$ cat config.mk
export PLATFORM = sky130hd
export DESIGN_NAME = ffha_ctrl
export DESIGN_NICKNAME = d
export VERILOG_FILES = /design/src/rtl/ffha_pkg.sv /design/src/rtl/ffha_ctrl.sv
export SDC_FILE = /design/constraint.sdc
export NUM_CORES = 1
export LEC_CHECK = 0
export ABC_CLOCK_PERIOD_IN_PS = 1800
export BUFFER_PORTS_ARGS = -buffer_cell sky130_fd_sc_hd__buf_2
export CAP_MARGIN = 10
export CORE_MARGIN = 2
export CORE_UTILIZATION = 41
export CTS_BUF_LIST = sky130_fd_sc_hd__clkbuf_8
export CTS_CLUSTER_SIZE = 28
export DETAILED_ROUTE_END_ITERATION = 6
export PLACE_DENSITY = 0.65
export SLEW_MARGIN = 20
export SYNTH_ARGS = -nofsm -noshare
export SYNTH_HDL_FRONTEND = slang
export SYNTH_SLANG_ARGS = --single-unit
$ cat constraint.sdc
create_clock -name clk -period 1.8 [get_ports clk]
set_input_delay 0.36 -clock clk [delete_from_list [all_inputs] [get_ports clk]]
set_output_delay 0.36 -clock clk [all_outputs]
set_load 0.005 [all_outputs]
$ cat src/rtl/ffha_pkg.sv
`timescale 1ns / 1ps
`default_nettype none
// ----------------------------------------------------------------------------
// ffha_pkg
// Shared sizes, tag layout, status codes and controller/datapath interface
// types for the first-fit heap allocator.
// ----------------------------------------------------------------------------
package ffha_pkg;

  localparam int HEAP_PAGES    = 64;
  localparam int PAGE_BYTES    = 4096;
  localparam int TAG_BYTES     = 16;
  localparam int GRANULE_BYTES = 32;

  localparam int HEAP_BYTES = HEAP_PAGES * PAGE_BYTES;
  localparam int SLOTS      = HEAP_BYTES / TAG_BYTES;
  localparam int SLOT_W     = $clog2(SLOTS);
  localparam int TAG_LSB    = $clog2(TAG_BYTES);
  localparam int PAGE_LSB   = $clog2(PAGE_BYTES);
  localparam int GRAN_LSB   = $clog2(GRANULE_BYTES);
  localparam int POS_W      = $clog2(HEAP_BYTES + 1);
  localparam int LEN_W      = $clog2(HEAP_BYTES);
  localparam int PAGES_W    = $clog2(HEAP_PAGES + 1);
  localparam int PAGE_FREE  = PAGE_BYTES - TAG_BYTES;

  // Request and result field widths
  localparam int FUNC_W   = 1;
  localparam int REQ_W    = 19;
  localparam int OFF_W    = 18;
  localparam int STATUS_W = 2;
  localparam int TOTAL_W  = 19;
  localparam int NEED_W   = REQ_W + 1;

  // Operation codes
  localparam logic [FUNC_W-1:0] FUNC_ALLOC = 1'b0;
  localparam logic [FUNC_W-1:0] FUNC_FREE  = 1'b1;

  // Result status codes
  localparam logic [STATUS_W-1:0] ST_OK      = 2'd0;
  localparam logic [STATUS_W-1:0] ST_OOM     = 2'd1;
  localparam logic [STATUS_W-1:0] ST_IGNORED = 2'd2;

  // One block tag
  typedef struct packed {
    logic             used;
    logic [LEN_W-1:0] len;
  } tag_t;

  localparam tag_t INIT_TAG = '{used: 1'b0, len: LEN_W'(PAGE_FREE)};

  // Datapath commands
  typedef enum logic [3:0] {
    OP_NONE,
    OP_LOAD,
    OP_RESTART,
    OP_RD_CUR,
    OP_RD_NXT,
    OP_CAP_CUR,
    OP_CAP_NXT,
    OP_STEP,
    OP_SHIFT,
    OP_MERGE,
    OP_SPLIT_HEAD,
    OP_SPLIT_TAIL,
    OP_ADD_PAGE,
    OP_FREE
  } dp_op_t;

  // Datapath status flags
  typedef struct packed {
    logic at_end;
    logic nxt_is_end;
    logic cur_fit;
    logic cur_used;
    logic merge_ok;
    logic can_grow;
    logic free_hit;
    logic free_past;
    logic in_off_null;
  } dp_stat_t;

endpackage
`default_nettype wire

$ cat src/rtl/ffha_ctrl.sv
`timescale 1ns / 1ps
`default_nettype none
// ----------------------------------------------------------------------------
// ffha_ctrl
// Allocator sequencer: chain walk for allocate and free, page growth,
// coalescing pass, and result handshake.
// ----------------------------------------------------------------------------
module ffha_ctrl (
  input  wire logic                          clk,
  input  wire logic                          rst,
  input  wire logic                          in_valid,
  input  wire logic [ffha_pkg::FUNC_W-1:0]   func,
  output logic                               in_stall,
  output logic                               out_valid,
  input  wire logic                          out_stall,
  output logic      [ffha_pkg::STATUS_W-1:0] status,
  output ffha_pkg::dp_op_t                   op,
  input  wire ffha_pkg::dp_stat_t            stat
);
  import ffha_pkg::*;

  typedef enum logic [3:0] {
    S_IDLE,
    S_A_RD,
    S_A_WAIT,
    S_A_CHK,
    S_A_TAIL,
    S_GROW,
    S_C_RD,
    S_C_WAIT,
    S_C_NX,
    S_C_NWAIT,
    S_C_CHK,
    S_F_RD,
    S_F_WAIT,
    S_F_CHK,
    S_RESP
  } state_t;

  state_t                state;
  state_t                state_next;
  logic [STATUS_W-1:0]   status_next;

  // Next state and datapath command
  always_comb begin
    state_next  = state;
    status_next = status;
    op          = OP_NONE;
    unique case (state)
      S_IDLE: begin
        if (in_valid) begin
          op = OP_LOAD;
          if (func == FUNC_ALLOC) begin
            state_next = S_A_RD;
          end else if (stat.in_off_null) begin
            status_next = ST_IGNORED;
            state_next  = S_RESP;
          end else begin
            state_next = S_F_RD;
          end
        end
      end
      S_A_RD: begin
        if (stat.at_end) begin
          if (stat.can_grow) begin
            state_next = S_GROW;
          end else begin
            status_next = ST_OOM;
            state_next  = S_RESP;
          end
        end else begin
          op         = OP_RD_CUR;
          state_next = S_A_WAIT;
        end
      end
      S_A_WAIT: begin
        op         = OP_CAP_CUR;
        state_next = S_A_CHK;
      end
      S_A_CHK: begin
        if (stat.cur_fit) begin
          op         = OP_SPLIT_HEAD;
          state_next = S_A_TAIL;
        end else begin
          op         = OP_STEP;
          state_next = S_A_RD;
        end
      end
      S_A_TAIL: begin
        op          = OP_SPLIT_TAIL;
        status_next = ST_OK;
        state_next  = S_RESP;
      end
      S_GROW: begin
        op         = OP_ADD_PAGE;
        state_next = S_C_RD;
      end
      // Coalescing pass from the heap start
      S_C_RD: begin
        op         = OP_RD_CUR;
        state_next = S_C_WAIT;
      end
      S_C_WAIT: begin
        op         = OP_CAP_CUR;
        state_next = S_C_NX;
      end
      S_C_NX: begin
        if (stat.nxt_is_end) begin
          op         = OP_RESTART;
          state_next = S_A_RD;
        end else begin
          op         = OP_RD_NXT;
          state_next = S_C_NWAIT;
        end
      end
      S_C_NWAIT: begin
        op         = OP_CAP_NXT;
        state_next = S_C_CHK;
      end
      S_C_CHK: begin
        op         = stat.merge_ok ? OP_MERGE : OP_SHIFT;
        state_next = S_C_NX;
      end
      // Free: find the block whose payload starts at the offset
      S_F_RD: begin
        if (stat.at_end || stat.free_past) begin
          status_next = ST_IGNORED;
          state_next  = S_RESP;
        end else begin
          op         = OP_RD_CUR;
          state_next = S_F_WAIT;
        end
      end
      S_F_WAIT: begin
        op         = OP_CAP_CUR;
        state_next = S_F_CHK;
      end
      S_F_CHK: begin
        if (stat.free_hit) begin
          if (stat.cur_used) begin
            op          = OP_FREE;
            status_next = ST_OK;
          end else begin
            status_next = ST_IGNORED;
          end
          state_next = S_RESP;
        end else begin
          op         = OP_STEP;
          state_next = S_F_RD;
        end
      end
      S_RESP: begin
        if (!out_stall) begin
          state_next = S_IDLE;
        end
      end
      default: state_next = S_IDLE;
    endcase
  end

  // State and registered outputs
  always_ff @(posedge clk) begin
    if (rst) begin
      state     <= S_IDLE;
      status    <= ST_OK;
      out_valid <= 1'b0;
    end else begin
      state     <= state_next;
      status    <= status_next;
      out_valid <= (state_next == S_RESP);
    end
  end

  assign in_stall = (state != S_IDLE);

  // Checks
  a_valid_state : assert property (@(posedge clk) disable iff (rst)
    out_valid == (state == S_RESP))
    else $error("result valid out of step with state");

  a_one_side : assert property (@(posedge clk) disable iff (rst)
    !(out_valid && !in_stall))
    else $error("request taken while result pending");

  a_oom_no_grow : assert property (@(posedge clk) disable iff (rst)
    (state == S_A_RD && stat.at_end && !stat.can_grow) |=> status == ST_OOM)
    else $error("exhausted heap not reported");

endmodule
`default_nettype wire

After elaboration in Yosys (flattened, before gate mapping):

Cells that the tools add are included.

* bits in registers: 7
* input bits: 14
* output and inout bits: 8
* word-level logic and storage cells: 61

* mux-type cells: 29
* reductions and logical operators: 7
* equal/unequal tests: 22

Operator list (count)
* $pmux W4 S14: 1
* $pmux W4 S12: 1
* $mux W4: 9
* $eq A4 B4 Y1 const B: 8
* $mux W2: 11
* $eq A4 B3 Y1 const B: 4
* $ne A2 B2 Y1 const B: 7
* $mux W3: 4
* $pmux W2 S5: 1
* $eq A4 B2 Y1 const B: 2
* $reduce_and A8 Y1: 1
* $reduce_bool A5 Y1: 1
* $eq A4 B1 Y1 const B: 1
* $logic_not A4 Y1: 1
* $reduce_bool A4 Y1: 1
* $reduce_or A3 Y1: 1
* $mux W1: 2
* $reduce_or A2 Y1: 1
* $logic_or A1 B1 Y1: 1

Longest topological paths before layout:

Gate-level depths: netlist (run 1).

* word-level depth: 5
* gate-level depth with buffers: 7
* mapped depth without buffers: 5

Worst setup path before layout (run 1):

No wires, ideal clock.

* path kind: register to output
* start point: register state[3]
* end point: output port op[0]
* data arrival time: 1.198 ns
* required time: 1.440 ns
* setup slack: 0.242 ns
* stages on the path, launching flop included: 5
* path buffers: 1
* cells stage by stage: dfxtp_1 -> clkbuf_1 -> and3_1 -> a21oi_1 -> o311ai_0

* word-level cells in the longest chain between the ends: 3
* elaborated cells between the ends (all ways): 16
* those cells by class: 13 x eq/ne; 1 x mux; 2 x reduce/logical

RTL lines
* from (decl): line ffha_ctrl.sv:40 `state_t state;`
* from (signal assigned): line ffha_ctrl.sv:168 `state <= state_next;`
* $eq A4 B4 Y1, or another cell as far along: line ffha_ctrl.sv:49 `unique case (state)`
* $reduce_or A3 Y1 (no line)
* $pmux W4 S12 (*): line ffha_ctrl.sv:49
* to (decl): line ffha_ctrl.sv:17 `output ffha_pkg::dp_op_t op,`

Every way passes the cells marked *; elsewhere a longest branch is shown, timed or not.

Worst setup path in the final report (run 1):

* start point: register state[2]
* end point: output port op[0]

The elaborated chain is that of the path after synthesis.

==> reports/metrics.cfg, run 1 <==
[layout]
drive_above_1_share = 0.378
area_growth_pct = 35.6
finalNonFillerCells = 168
layout.nets = 158
fin_area_sq_um = 1080
diodes = 0

[worst_setup_path]
endpoint_kind = primary output
cpLargestDelayFamily = compound AO/OA/AOI/OAI gates
worstPathCellList = nand2b_1 > o32a_1 > o311ai_0 > buf_2
r2r_slack_ns = 0.21
cp_slowest_stage_delay_ns = 0.39
crit_fanout = 14
r2r-end = out_valid
crit_buf_inv = 1
arrival_ns = 1.40
worstSetupPathType = reg2out
r2r-start = state[1]
required_ns = 1.44
cpMaxStageDelayCell = dfxtp_4
cp.depth = 4
start_kind = flop
reg2reg_depth = 5

[sta]
tightest_slew_ns = 0.423
slew_headroom = 0.718
min_period_ns = 1.76
setup_viol = 0
max_freq_mhz = 567
period_share = 0.979
slew_violations = 0
fin_skew_ns = 0.000821
rsz0062_at_grt = yes
finalHoldViolCount = 0

[worst_hold_path]
whs_path_depth = 2
whs_endpoint = status[0]
worstHoldStart = rst
worst_hold_path_type = in2reg

[clock_tree]
cts_tree = built
clock-sinks = 7
clockRootBuffer = clkbuf_8
clk_latency_ns = 0.22
clk_transition_reported_paths_ns = 0.04
cts_htree_levels = 1
cts_buffers = 3
cts_max_path_buffers = 2

[logic_synthesis]
synth_cells = 112
yosys.area.top_type = dfxtp_1
ys_seq_area_frac = 0.177
netlist_area_sq_um = 793
synth_edf_count = 0
yosysWarnings = 0
synth_top_area_share = 0.177
ys.flop_type = dfxtp_1
avgSynthCellArea_sq_um = 7.08
synth_area_leaders = dfxtp_1, nor2_1, o21ai_0
synth.distinct_cells = 42
synthArstFlopShare = 0
synth_fp_nets = 126
synth_seq_cells = 7

[detailed_routing]
vias = 1015
wl_per_cell_um = 14.1
drtIter0Drc = 64
ant_nets = 0
drcViolationCount = 0
via_per_inst = 6.04
dr.pass1.iters = 4
wl_um = 2370

[grt]
antenna_found_initial = 0
grt_usage = 0.233
grt_pass1_wl_um = 3820
grt_max_degree = 16
grt-ovfl-total = 0
grt_pass1_vias = 879

[die]
fp.dieW_um = 48.0
start_util = 0.450
die_y_um = 48.0
fp.dieArea_sq_um = 2300
fp-row-count = 15
ios = 22
core_area_sq_um = 1760

[power]
p_leak_nw = 0.444
p_per_area_nw_per_um2 = 1760
ir_worst_vdd_mv = 0.788

[flow_run]
drv_cap = 0

[place]
dpl.cell_count = 164
dpl.hpwl_um = 1850
postPlaceCellArea_sq_um = 1000
portBuffers = 21
place.gp.congestion = 0.927

[outcome]
status = completed

## how the worst max path moves through the flow
stage                endpoint  slack (ns)      from
floorplan               op[0]        0.24  state[3]
global placement        op[0]        0.13  state[0]
detailed placement  out_valid        0.11  state[2]
CTS                     op[0]        0.02  state[2]
global route            op[0]       -0.07  state[1]
finish                  op[0]        0.04  state[2]
## power breakdown
| group | switching [mW] | internal [mW] |
|---|---|---|
| logic | 0.684 | 0.653 |
| registers | 0.119 | 0.232 |
| clock network | 0.0634 | 0.147 |
## cells in the mapped netlist, types with 3 or more instances
library cell / count
nand2_1: 10
nand3_1: 6
a31oi_1: 6
o22ai_1: 3
buf_2: 3
dfxtp_1: 7
a21oi_1: 4
nor2_1: 11
nor2b_1: 4
o21ai_0: 8
nand2b_1: 6
inv_1: 4
a211oi_1: 3
buf_4: 4
nor3_1: 3
## state kept, by name, indices dropped and copies added, names as in the netlist
| register | cells |
|---|---|
| status | 2 |
| out_valid | 1 |
| state | 4 |
## placed cells by master, fill, tap and decap left out, types with 2 or more instances in the layout
cell and n:
dfxtp_4 3, inv_1 5, dfxtp_1 3, a32oi_1 2, o31ai_1 2, clkbuf_8 3
o22ai_1 3, nor2b_1 2, a21oi_1 4, a211oi_1 3, buf_4 14, a31oi_1 5
nand2b_1 6, nor2b_2 2, nor3_1 2, o21ai_0 8, nand3_1 6, nor2_1 11
buf_2 21, nand2_1 10
## per-stage QoR
step / setup TNS, ns / power, mW / hold slack [ns] / worst slack (ns) / utilization
2_1_floorplan: 0 / 1.17 / 0.422 / 0.242 / -
3_3_place_gp: 0 / 1.62 / 0.450 / 0.128 / 0.568
3_5_place_dp: 0 / 1.62 / 0.457 / 0.110 / 0.568
4_1_cts: 0 / 1.86 / 0.339 / 0.0170 / 0.598
5_1_grt: -0.0724 / 2.06 / 0.348 / -0.0669 / 0.610
6_report: 0 / 1.90 / 0.349 / 0.0370 / 0.610
## logic make-up after synthesis
group	share of synthesized area
xor gates and xnor gates	0.0110
DFF	0.177
and+or+nand+nor	0.306
buffers and inverters	0.0852
AOI/OAI and AO/OA	0.407
muxes	0.0142
## layer usage
| metal | routed length [um] | vias to the layer above | GRT usage |
|---|---|---|---|
| li1 | - | 488 | - |
| met2 | 1110 | 55 | 0.363 |
| met4 | 48 | 0 | 0.0541 |
| met5 | 0 | - | 0 |
| met3 | 205 | 6 | 0.0755 |
| met1 | 1010 | 466 | 0.313 |
## final cells by class
| type | instances | area (sq um) |
|---|---|---|
| clock buffers | 3 | 41.3 |
| clock inverters | 1 | 3.75 |
| fillers | 176 | 688 |
| inverters | 4 | 15.0 |
| multi-input cells | 92 | 602 |
| flip-flops and latches | 7 | 153 |
| well taps | 25 | 31.3 |
| repair buffers | 36 | 230 |
## what timing repair did
action                                  4_1_cts  5_1_grt
buffers inserted                              0        0
endpoints found under the setup margin        3        3
endpoints found under the hold margin         0        0
resized for setup                             5        6
hold buffers                                  0        0
## worst reg2reg max path, stage by stage (launching register included)
cell and delay [ns]:
dfxtp_4 0.37, buf_4 0.19, o31ai_1 0.33, a211oi_1 0.14, buf_4 0.16, nor4b_2 0.30
Note: power is estimated with default switching activity, not from simulation.
==> inputs of run 2 (changes only) <==
Settings changed: REMOVE_ABC_BUFFERS set to 1, SKIP_CTS_REPAIR_TIMING set to 1.
==> reports/metrics.cfg, run 2 (synthesis gave the netlist of run 1 again) <==
[grt]
antenna_found_initial = 0  ; unchanged
grt-ovfl-total = 0  ; unchanged
grt_max_degree = 16  ; unchanged
grt_pass1_vias = 842  ; was 879
grt_usage = 0.237  ; was 0.233
grt_pass1_wl_um = 3770  ; was 3820 um

[worst_hold_path]
worstHoldStart = rst  ; unchanged
whs_endpoint = status[0]  ; unchanged
worst_hold_path_type = in2reg  ; unchanged
whs_path_depth = 2  ; unchanged

[worst_setup_path]
r2r-end = out_valid  ; unchanged
reg2reg_depth = 7  ; was 5
start_kind = flop  ; unchanged
r2r-start = state[2]  ; was state[1]
crit_fanout = 10  ; was 14
cpMaxStageDelayCell = or4_4  ; was dfxtp_4
r2r_slack_ns = 0.02  ; was 0.21 ns
endpoint_kind = flop  ; was primary output
arrival_ns = 1.88  ; was 1.40 ns
required_ns = 1.90  ; was 1.44 ns
cp_slowest_stage_delay_ns = 0.53  ; was 0.39 ns
worstSetupPathType = reg2reg  ; was reg2out
worstPathCellList = buf_6 > or4_4 > buf_4 > a31oi_4 > o21ai_1 > nand3_1 > nor4b_2  ; was nand2b_1 > o32a_1 > o311ai_0 > buf_2

[clock_tree]
clk_transition_reported_paths_ns = 0.04  ; about the same
clockRootBuffer = clkbuf_8  ; unchanged
clock-sinks = 7  ; unchanged
cts_tree = built  ; unchanged
clk_latency_ns = 0.23  ; was 0.22 ns
cts_buffers = 3  ; unchanged
cts_htree_levels = 1  ; unchanged
cts_max_path_buffers = 2  ; unchanged

[power]
p_per_area_nw_per_um2 = 1820  ; was 1760 nW/um^2
p_leak_nw = 0.431  ; was 0.444 nW
ir_worst_vdd_mv = 0.857  ; was 0.788 mV

[die]
core_area_sq_um = 1760  ; unchanged
fp.dieArea_sq_um = 2300  ; unchanged
start_util = 0.450  ; unchanged
fp.dieW_um = 48.0  ; unchanged
die_y_um = 48.0  ; unchanged
fp-row-count = 15  ; unchanged
ios = 22  ; unchanged

[layout]
final_util = 0.608  ; was 0.610
layout.nets = 156  ; was 158
top_register = state  ; unchanged
layout_commonest_cell = buf_2  ; unchanged
area_growth_pct = 35.2  ; was 35.6%
final_cell_mix = buf_2, buf_4, nand2_1, nor2_1, o21ai_0  ; was buf_2, buf_4, nor2_1
largestRegisters = state (4), status (2), out_valid (1)  ; unchanged
finalNonFillerCells = 166  ; was 168
largest_reg_flops = 4  ; unchanged
drive_above_1_share = 0.397  ; was 0.378
diodes = 0  ; unchanged

[flow_run]
drv_cap = 0  ; unchanged

[detailed_routing]
drtIter0Drc = 78  ; was 64
drcViolationCount = 0  ; unchanged
via_per_inst = 6.08  ; was 6.04
wl_um = 2570  ; was 2370 um
vias = 1009  ; was 1015
dr.pass1.iters = 4  ; unchanged
wl_per_cell_um = 15.5  ; was 14.1 um
ant_nets = 0  ; unchanged

[sta]
fin_skew_ns = 0.00661  ; was 0.000821 ns
slew_violations = 0  ; unchanged
max_freq_mhz = 561  ; was 567 MHz
setup_tns_ns = 0  ; unchanged
period_share = 0.990  ; was 0.979
setup_viol = 0  ; unchanged
slew_headroom = 0.735  ; was 0.718
min_period_ns = 1.78  ; was 1.76 ns
tightest_slew_ns = 0.398  ; was 0.423 ns
finalHoldViolCount = 0  ; unchanged
rsz0062_at_grt = yes  ; unchanged

[outcome]
status = completed  ; unchanged

[place]
dpl.hpwl_um = 1830  ; was 1850 um
dpl.cell_count = 160  ; was 164
place.gp.congestion = 0.833  ; was 0.927
portBuffers = 21  ; unchanged

run 2: layer usage:
metal  part of all wire  GRT usage  wire, um  vias up
li1                   -          -         -      486
met3              0.090     0.0377       232        8
met4              0.026      0.119        68        0
met2               0.46      0.349      1170       70
met5                  0          0         0        -
met1               0.43      0.329      1100      445
run 2: worst max path at each step:
stage          slack (ns)         to  depth (start not counted)      from
6_report             0.02  out_valid                          7  state[2]
5_1_grt             -0.03  out_valid                          7  state[2]
4_1_cts             -0.16      op[0]                          5  state[1]
3_5_place_dp         0.05  out_valid                          5  state[3]
3_3_place_gp         0.09  out_valid                          6  state[3]
2_1_floorplan        0.11      op[0]                          3  state[0]
run 2: area by class of cell:
cell class | count | area [sq um]
Multi-Input combinational cell | 92 | 618
Clock inverter | 1 | 3.75
Fill cell | 173 | 692
Timing Repair Buffer | 34 | 208
Sequential cell | 7 | 155
Tap cell | 25 | 31.3
Clock buffer | 3 | 41.3
Inverter | 4 | 15.0
run 2: critical path: cells and delay by family, from the launching register on:
kind,cells,cell delay [ns]
AOI/OAI and AO/OA,2,0.30
buffers and inverters,2,0.30
DFF,1,0.36
and+or+nand+nor,3,0.69
run 2: report_power, final:
group          internal, mW  switching [mW]
clock network         0.148          0.0791
logic                 0.655           0.730
registers             0.234           0.107
run 2: metrics by stage:
stage	power (mW)	cell area (sq um)	hold slack [ns]	worst slack [ns]
6_report	1.95	1070	0.332	0.0180
3_3_place_gp	1.54	960	0.450	0.0854
5_1_grt	2.09	1070	0.344	-0.0256
2_1_floorplan	1.08	741	0.422	0.105
3_5_place_dp	1.55	960	0.455	0.0537
4_1_cts	1.79	1000	0.333	-0.162
